<file path="src/rtl/core/psr_pkg.sv">
// shared types and constants of the pretrigger sample ring
`timescale 1ns / 1ps

package psr_pkg;

    localparam int unsigned SAMPLE_W = 64;

    typedef logic [SAMPLE_W-1:0] sample_t;

    typedef enum logic
    {
        FUNC_PUSH = 1'b0,
        FUNC_DUMP = 1'b1
    } func_t;

    typedef enum logic [1:0]
    {
        ST_IDLE = 2'b01,
        ST_DUMP = 2'b10
    } state_t;

endpackage

</file>
<file path="src/rtl/core/psr_if.sv">
// valid/ready channel interfaces for commands and dumped samples
`timescale 1ns / 1ps

interface psr_cmd_if;
    logic             valid;
    logic             ready;
    psr_pkg::func_t   func;
    psr_pkg::sample_t sample;

    modport source (output valid, output func, output sample, input ready);
    modport sink (input valid, input func, input sample, output ready);
endinterface

interface psr_res_if;
    logic             valid;
    logic             ready;
    psr_pkg::sample_t sample_out;
    logic             last;

    modport source (output valid, output sample_out, output last, input ready);
    modport sink (input valid, input sample_out, input last, output ready);
endinterface

</file>
<file path="src/rtl/core/psr_ram.sv">
// generic single-port-write, single-port-read ram with registered read
`timescale 1ns / 1ps

module psr_ram #(
    parameter int unsigned WIDTH = 64,
    parameter int unsigned DEPTH = 64
) (
    input  logic                     clk,
    input  logic                     wr_en,
    input  logic [$clog2(DEPTH)-1:0] wr_addr,
    input  logic [WIDTH-1:0]         wr_data,
    input  logic                     rd_en,
    input  logic [$clog2(DEPTH)-1:0] rd_addr,
    output logic [WIDTH-1:0]         rd_data
);

    logic [WIDTH-1:0] mem [DEPTH];

    always_ff @(posedge clk)
    begin
        if (wr_en)
        begin
            mem[wr_addr] <= wr_data;
        end
        if (rd_en)
        begin
            rd_data <= mem[rd_addr];
        end
    end

endmodule

</file>
<file path="src/rtl/core/pretrigger_sample_ring_core.sv">
// pretrigger sample ring: push into a circular store, dump oldest to newest
//
//  channel  dir  fields             transfer
//  cmd      in   func, sample       cmd.valid && cmd.ready
//  result   out  sample_out, last   result.valid && result.ready
//
//  a push leaves cmd.ready high, so pushes go one per cycle while no dump is running
//  a dump of n held samples holds cmd off until the ram read port has walked all n
//  held entries of the ring; each result passes the ram read register, then the output register
//  result stalls back up through the ram read stage to the read sequencer
//  reset clears the counters and pipeline valids; the sample store is not cleared
`timescale 1ns / 1ps

module pretrigger_sample_ring_core #(
    parameter int unsigned RING_DEPTH  = 64,
    parameter int unsigned SAMPLE_BITS = 64
) (
    input  logic           clk,
    input  logic           rst_n,
    psr_cmd_if.sink        cmd,
    psr_res_if.source      result
);

    import psr_pkg::*;

    localparam int unsigned PTR_W = $clog2(RING_DEPTH);
    localparam int unsigned CNT_W = $clog2(RING_DEPTH + 1);
    localparam int unsigned SUM_W = PTR_W + 2;

    state_t             state_reg, state_next;
    logic [PTR_W-1:0]   wp_reg, wp_next;
    logic [CNT_W-1:0]   fill_reg, fill_next;
    logic [PTR_W-1:0]   rp_reg, rp_next;
    logic [CNT_W-1:0]   left_reg, left_next;
    logic               s1_vld_reg, s1_vld_next;
    logic               s1_last_reg, s1_last_next;
    logic               out_vld_reg, out_vld_next;
    logic               out_last_reg;
    sample_t            out_data_reg;

    logic                   cmd_xfer;
    logic                   push;
    logic                   s1_move;
    logic                   rd_en;
    logic [SUM_W-1:0]       start_sum;
    logic [PTR_W-1:0]       start_ptr;
    logic [SAMPLE_BITS-1:0] rd_data;

    assign cmd.ready  = (state_reg == ST_IDLE);
    assign cmd_xfer   = cmd.valid && cmd.ready;
    assign push       = cmd_xfer && (cmd.func == FUNC_PUSH);

    assign s1_move    = s1_vld_reg && (!out_vld_reg || result.ready);
    assign rd_en      = (state_reg == ST_DUMP) && (!s1_vld_reg || s1_move);

    // oldest entry: write position minus fill count, modulo depth
    always_comb
    begin
        start_sum = SUM_W'(wp_reg) + SUM_W'(RING_DEPTH) - SUM_W'(fill_reg);
        if (start_sum >= SUM_W'(RING_DEPTH))
        begin
            start_sum = start_sum - SUM_W'(RING_DEPTH);
        end
        start_ptr = start_sum[PTR_W-1:0];
    end

    psr_ram #(
        .WIDTH (SAMPLE_BITS),
        .DEPTH (RING_DEPTH)
    ) u_store (
        .clk     (clk),
        .wr_en   (push),
        .wr_addr (wp_reg),
        .wr_data (cmd.sample[SAMPLE_BITS-1:0]),
        .rd_en   (rd_en),
        .rd_addr (rp_reg),
        .rd_data (rd_data)
    );

    always_comb
    begin
        state_next   = state_reg;
        wp_next      = wp_reg;
        fill_next    = fill_reg;
        rp_next      = rp_reg;
        left_next    = left_reg;
        s1_last_next = s1_last_reg;
        case (state_reg)
            ST_IDLE:
            begin
                if (push)
                begin
                    wp_next = (wp_reg == PTR_W'(RING_DEPTH - 1)) ? '0 : wp_reg + 1'b1;
                    if (fill_reg < CNT_W'(RING_DEPTH))
                    begin
                        fill_next = fill_reg + 1'b1;
                    end
                end
                else if (cmd_xfer && (fill_reg != '0))
                begin
                    state_next = ST_DUMP;
                    rp_next    = start_ptr;
                    left_next  = fill_reg;
                end
            end
            ST_DUMP:
            begin
                if (rd_en)
                begin
                    rp_next      = (rp_reg == PTR_W'(RING_DEPTH - 1)) ? '0 : rp_reg + 1'b1;
                    left_next    = left_reg - 1'b1;
                    s1_last_next = (left_reg == CNT_W'(1));
                    if (left_reg == CNT_W'(1))
                    begin
                        state_next = ST_IDLE;
                    end
                end
            end
            default:
            begin
                state_next = ST_IDLE;
            end
        endcase
    end

    always_comb
    begin
        s1_vld_next = s1_vld_reg;
        if (rd_en)
        begin
            s1_vld_next = 1'b1;
        end
        else if (s1_move)
        begin
            s1_vld_next = 1'b0;
        end

        out_vld_next = out_vld_reg;
        if (s1_move)
        begin
            out_vld_next = 1'b1;
        end
        else if (result.ready)
        begin
            out_vld_next = 1'b0;
        end
    end

    always_ff @(posedge clk or negedge rst_n)
    begin
        if (!rst_n)
        begin
            state_reg   <= ST_IDLE;
            wp_reg      <= '0;
            fill_reg    <= '0;
            rp_reg      <= '0;
            left_reg    <= '0;
            s1_vld_reg  <= 1'b0;
            s1_last_reg <= 1'b0;
            out_vld_reg <= 1'b0;
        end
        else
        begin
            state_reg   <= state_next;
            wp_reg      <= wp_next;
            fill_reg    <= fill_next;
            rp_reg      <= rp_next;
            left_reg    <= left_next;
            s1_vld_reg  <= s1_vld_next;
            s1_last_reg <= s1_last_next;
            out_vld_reg <= out_vld_next;
        end
    end

    always_ff @(posedge clk)
    begin
        if (s1_move)
        begin
            out_data_reg <= SAMPLE_W'(rd_data);
            out_last_reg <= s1_last_reg;
        end
    end

    assign result.valid      = out_vld_reg;
    assign result.sample_out = out_data_reg;
    assign result.last       = out_last_reg;

endmodule

</file>
<file path="src/flat_wrapper.sv">
// flat-port wrapper written by rule: the top's interface ports become plain ports
module pretrigger_sample_ring_core_flat import psr_pkg::*;
#(
    parameter int unsigned RING_DEPTH  = 64,
    parameter int unsigned SAMPLE_BITS = 64
)
  (clk, rst_n, cmd_valid, cmd_func, cmd_sample, cmd_ready, result_valid, result_sample_out, result_last, result_ready);
  psr_cmd_if cmd_i ();
  psr_res_if result_i ();
  input  logic clk;
  input  logic rst_n;
  input wire logic [$bits(cmd_i.valid)-1:0] cmd_valid;
  input wire logic [$bits(cmd_i.func)-1:0] cmd_func;
  input wire logic [$bits(cmd_i.sample)-1:0] cmd_sample;
  output wire logic [$bits(cmd_i.ready)-1:0] cmd_ready;
  output wire logic [$bits(result_i.valid)-1:0] result_valid;
  output wire logic [$bits(result_i.sample_out)-1:0] result_sample_out;
  output wire logic [$bits(result_i.last)-1:0] result_last;
  input wire logic [$bits(result_i.ready)-1:0] result_ready;
  assign cmd_i.valid = cmd_valid;
  assign cmd_i.func = cmd_func;
  assign cmd_i.sample = cmd_sample;
  assign cmd_ready = cmd_i.ready;
  assign result_valid = result_i.valid;
  assign result_sample_out = result_i.sample_out;
  assign result_last = result_i.last;
  assign result_i.ready = result_ready;
  pretrigger_sample_ring_core #(.RING_DEPTH(RING_DEPTH), .SAMPLE_BITS(SAMPLE_BITS)) u_core (.clk(clk), .rst_n(rst_n), .cmd(cmd_i), .result(result_i));
endmodule
</file>
<file path="config.mk">
export PLATFORM = sky130hd
export DESIGN_NAME = pretrigger_sample_ring_core_flat
export DESIGN_NICKNAME = d
export VERILOG_FILES = /design/src/rtl/core/psr_pkg.sv /design/src/rtl/core/psr_if.sv /design/src/rtl/core/psr_ram.sv /design/src/rtl/core/pretrigger_sample_ring_core.sv /design/src/flat_wrapper.sv
export SDC_FILE = /design/constraint.sdc
export NUM_CORES = 2
export LEC_CHECK = 0
export BUFFER_PORTS_ARGS = -buffer_cell sky130_fd_sc_hd__buf_2
export CAP_MARGIN = 20
export CORE_UTILIZATION = 40
export CTS_CLUSTER_DIAMETER = 100
export DETAILED_ROUTE_END_ITERATION = 10
export SKIP_CTS_REPAIR_TIMING = 1
export SLEW_MARGIN = 20
export SYNTH_ARGS = -nofsm -noshare
export SYNTH_HDL_FRONTEND = slang
export SYNTH_SLANG_ARGS = --single-unit
</file>
<file path="constraint.sdc">
create_clock -name clk -period 5.6 [get_ports clk]
set_input_delay 0.28 -clock clk [delete_from_list [all_inputs] [get_ports clk]]
set_output_delay 0.28 -clock clk [all_outputs]
set_load 0.1 [all_outputs]
</file>
Word level (Yosys, flattened, before mapping). Memories as Yosys holds them, arrays and structs flattened. A register that Yosys moved wholly into a read port is not among the register bits. Cells that the tools add are included.

Register bits: 96. Latch bits: 0. RAM bits: 4096. Memory bits (read-only): 0. Bits of input ports: 69. Logic and storage cells: 70. Memories kept: 1.

Add/sub/neg operators: 7. Multipliers: 0. Div/mod/pow operators: 0. $lt $le $gt $ge: 2. Eq/ne operators: 9. Shift-type cells: 0. Mux-type cells: 22. Bitwise gates (word level): 1. Reductions and logical operators: 18.

Memory list: u_core.u_store.mem (depth 64, bits a word 64, read ports 1, clocked after memory_dff 1, wr ports 1, RTL line psr_ram.sv:17) `logic [WIDTH-1:0] mem [DEPTH];`.

Operator list (number): 6-bit two-way mux (6); 7-bit two-way mux (3); 7-bit case mux with 2 select lines (1); 6-bit by 1-bit adder with 6-bit output, second input constant (2); 6-bit equality test, second input constant (2); 6-bit case mux with 2 select lines (1); 6-bit by 7-bit adder with 8-bit output, second input constant (1); 8-bit by 7-bit >= comparator with 1-bit output, second input constant (1); 2-bit two-way mux (4); 4-bit AND reduction (2); 8-bit by 7-bit subtractor with 8-bit output (1); 7-bit by 1-bit adder with 7-bit output, second input constant (1); 7-bit by 1-bit equality test with 1-bit output, second input constant (1); 7-bit < comparator, second input constant (1); 7-bit nonzero test (1); 7-bit by 1-bit subtractor with 7-bit output, second input constant (1); 1-bit two-way mux (6); 2-bit inequality test, second input constant (3); 2-bit nonzero test (3); 6-bit by 1-bit subtractor with 6-bit output, second input constant (1); 1-bit logical AND (5); 2-bit case mux with 2 select lines (1); 2-bit AND reduction (2); 3-bit AND reduction (1); other kinds (6) (8).

Logic depth before layout (Yosys ltp).
Word-level depth: 7. Depth in mapped cells: 11.

By module. A second synthesis with hierarchy kept.

Cell total of the unflattened synthesis: 6864. Area, all modules: 160848.0 um^2.

By module, submodules not included: psr_ram (instances 1, cells an instance 6598, area an instance 156989.3 um^2, seq. area each 124919.8 um^2); pretrigger_sample_ring_core (instances 1, cells an instance 266, area an instance 3858.7 um^2, seq. area each 2728.9 um^2).

Worst setup path after synthesis. OpenSTA, ideal clock, no wires.

Kind: flip-flop to flip-flop. From: reg u_core.state_reg[0]. To: mem u_core.u_store.mem[40][0] (enable). Data arrival time: 4311 ps. Data required time: 5113 ps. Setup slack: 802 ps. Stages on the path, launching flop included: 5. Path buffers: 0. Clock period less this slack: 4798 ps. Path through: dfstp_2 nand2b_1 nor3b_1 nand4b_1 nor2_1.

Cells in the longest elaborated chain, start to end: 5.

RTL lines: from (decl) (RTL line pretrigger_sample_ring_core.sv:30) `state_t state_reg, state_next;`; from (signal assigned) (RTL line pretrigger_sample_ring_core.sv:164) `state_reg <= state_next;`; 2-bit by 1-bit equality test with 1-bit output (RTL line pretrigger_sample_ring_core.sv:49) `assign cmd.ready = (state_reg == ST_IDLE);`; 1-bit logical AND (RTL line pretrigger_sample_ring_core.sv:50) `assign cmd_xfer = cmd.valid && cmd.ready;`; 1-bit logical AND (RTL line pretrigger_sample_ring_core.sv:51) `assign push = cmd_xfer && (cmd.func == FUNC_PUSH);`; 1-bit two-way mux (RTL line psr_ram.sv:21) `if (wr_en)`; 1-bit two-way mux (implied by the code) (RTL line psr_ram.sv:23) `mem[wr_addr] <= wr_data;`; to (decl) (RTL line psr_ram.sv:17).

Every way passes these cells.

Worst setup path after layout.
From: reg u_core.state_reg[0]. To: mem u_core.u_store.mem[40][39] (enable).

Same word-level chain as after synthesis.

==> results.md <==
- Outcome: finished clean
- Crit path time final: 4.38 ns
- Register area share after synthesis: 79.2%
- DRC violations left: 0
- Crit path max fanout: 20
- EDFF count, synth: 4225
- CTS max path bufs: 4
- M2 GR Usage: 36.5%
- Number of standard cells after synthesis: 6641
- Die ar.: 406000 um2
- Min-delay src: cmd_sample[35]
- Class of the worst hold path: input pin to register
- Die W: 637 um
- WP data arrival: 4.97 ns
- Final wirelength: 456000 um
- Cts bufs inserted: 424
- Max reg flops: 4096
- Layout area overhead: 14.6%
- Vias: 77.7k
- Period utilisation layout: 78.2%
- R2r endpoint: u_core.u_store.mem[40][39]$_DFFE_PP_
- Sw frac: 28.6%
- Vias in the first global route: 77.7k
- Reg2reg setup slack: 1.22 ns
- Fin. Hold Viols: 0
- Hold Crit Depth: 1
- Total GRT Usage: 22.1%
- CP Capture Type: register
- Total power per unit cell area: 465 nW/um2
- Post-synthesis average cell area: 24.3 um2
- Gr busiest metal: met2
- Most frequent cells in the layout: edfxtp_1, mux4_2, clkbuf_16
- Met1 GRT Util: 30.5%
- Clock power share: 32.4%
- Remaining antenna violation count: 0
- Antenna violations before repair: 27
- Clock slew at reported path FFs: 0.07 ns
- Clk root buf: clkbuf_16
- Yosys warns: 0
- Power share of the combinational group: 25.3%
- Filler cells: 32.3k
- RSZ-0062 raised after global routing: no
- Placer Congestion: 0.766
- Crit Path Class: register to register
- Vias/cell: 6.07
- Dpl hpwl: 236000 um
- Placement Rows: 232
- Achievable Freq: 228 MHz
- Critical path origin: u_core.state_reg[0]$_DFFE_PN1P_
- Worst VDD drop: 0.344 mV
- CTS tree: done
- Final setup viols: 0
- #FFs+latches synth: 4256
- Met3 usage: 3.71%
- Psw: 24500 uW
- IO Port Bufs: 135
- Post-synth ARST share: 0.728%
- Share of cells above drive strength 1: 30.0%
- Commonest non-fill, non-tap cell in the layout: edfxtp_1
- Fin Setup TNS: 0 ns
- Leak Pwr: 0.0568 uW
- Final net count: 7244
- CP startpoint kind: register
- Starting density of the core: 40.3%
- GRT overflow: 0
- Pins Over Slew Limit: 0
- R2R depth: 6
- Final std cells w/o fill: 12.8k
- Clock Latency Late Sink: 1.00 ns
- Die Y: 637 um
- H-tree levels: 5
- Initial drt markers: 9708
- Core ar.: 400000 um2
- Flop pwr share: 42.2%
- Num ports: 136
- Reg with most FFs: u_core.u_store.mem
- Internal: 61300 uW
- Routed wire per std cell: 35.6 um
- Pin count of the biggest net entering global routing: 109
- Max_slew headroom: 20.5%
- Worst-case clock skew: 0.0843 ns
- Worst Path Required: 6.19 ns
- DRT Pass-1 Iters: 5
- Max-cap violations: 0
- Reg2reg start: u_core.state_reg[0]$_DFFE_PN1P_
- Primary FF master, synth: edfxtp_1
- CTS sink cnt: 4256
- Placed Cells: 12.0k
- First-pass GRT wire length: 628000 um
- Post-synth net total: 6722
- Slew @ Worst Pin: 1.19 ns
- Mapped cell area: 161000 um2
- Synth cell types: 58
- Worst hold path endpoint: u_core.u_store.mem[62][35]$_DFFE_PP_
how the worst max path moves through the flow:
stage                                                 endpoint  slack, ns
final                     u_core.u_store.mem[40][39]$_DFFE_PP_       1.22
after global routing       u_core.u_store.mem[40][9]$_DFFE_PP_       1.19
after CTS                  u_core.u_store.mem[40][9]$_DFFE_PP_       1.26
after detailed placement  u_core.u_store.mem[40][33]$_DFFE_PP_       1.25
after global placement    u_core.u_store.mem[40][33]$_DFFE_PP_       1.25
after floorplan            u_core.u_store.mem[40][0]$_DFFE_PP_       0.80
critical path, stage by stage, from the launching register on:
cell and delay, ns:
dfstp_2 0.58, nand2b_1 0.14, nor3b_1 0.54, buf_4 0.27, nand4b_1 0.76, nor2_4 1.12, buf_4 0.57
cells in the mapped netlist, types with 10 or more instances:
library cell     n  area, um2
a211oi_1        23        173
a21oi_1         54        270
a221oi_1        24        210
a22o_1          51        447
a22oi_1         12       90.1
buf_1           41        154
buf_2          101        505
buf_4           29        218
buf_6           25        282
clkbuf_1       165        619
dfrtp_1         30        751
edfxtp_1      4225     127000
ha_1            11        138
inv_1           14       52.6
mux2_2          18        203
mux2i_1        131       1310
mux4_2        1143      25700
nand2_1         44        165
nand2b_1        11       68.8
nand3_1         12       60.1
nor2_1         126        473
nor2b_1         24        150
nor3_1          10       50.1
o21a_1          41        308
o21ai_0         49        245
o221ai_1        41        359
o22ai_1         93        582
metal layers:
| metal | part of all wire [%] | vias up |
|---|---|---|
| met5 | 0.0090 | - |
| met4 | 3.1 | 6 |
| met3 | 8.5 | 749 |
| met2 | 49 | 4121 |
| met1 | 39 | 43000 |
| li1 | - | 29900 |
power by group through the flow:
stage / clock (uW) / combinational, uW / sequential [uW]
global placement: 0 / 21700 / 36900
detailed placement: 0 / 21800 / 37000
global route: 29400 / 22800 / 36300
CTS: 28200 / 21900 / 36300
finish: 27900 / 21700 / 36300
floorplan: 0 / 15000 / 37000
stage by stage:
step | setup slack (ns) | cell area, um2 | power, uW | hold slack, ns | utilization (%)
CTS | 1.26 | 184000 | 86400 | -0.672 | 46.0
floorplan | 0.802 | 161000 | 52000 | -0.0156 | -
global route | 1.19 | 185000 | 88500 | 0.0547 | 46.2
global placement | 1.25 | 170000 | 58700 | 0.378 | 42.6
detailed placement | 1.25 | 171000 | 58800 | 0.389 | 42.6
finish | 1.22 | 185000 | 85800 | 0.0172 | 46.2
cells by family after synthesis:
family,Yosys count,share of synthesized area (%)
AOI/OAI and AO/OA,433,1.89
xor gates and xnor gates,10,0.0543
adders and majority gates,12,0.0978
buffers and inverters,377,1.15
DFF,4256,79.2
muxes,1292,16.9
and+or+nand+nor,261,0.744
cell type report:
cell class              instances  area [um2]  area share [%]
repair buffers                459        4620            2.50
multi-input cells            2008       32300            17.5
diodes                         10        25.0          0.0135
inverters                      14        52.6          0.0284
flip-flops and latches       4256      128000            69.1
clock inverters               269        2410            1.30
clock buffers                 519       11100            6.02
well taps                    5265        6590            3.57
No activity file was read; power rests on OpenSTA's default activity.
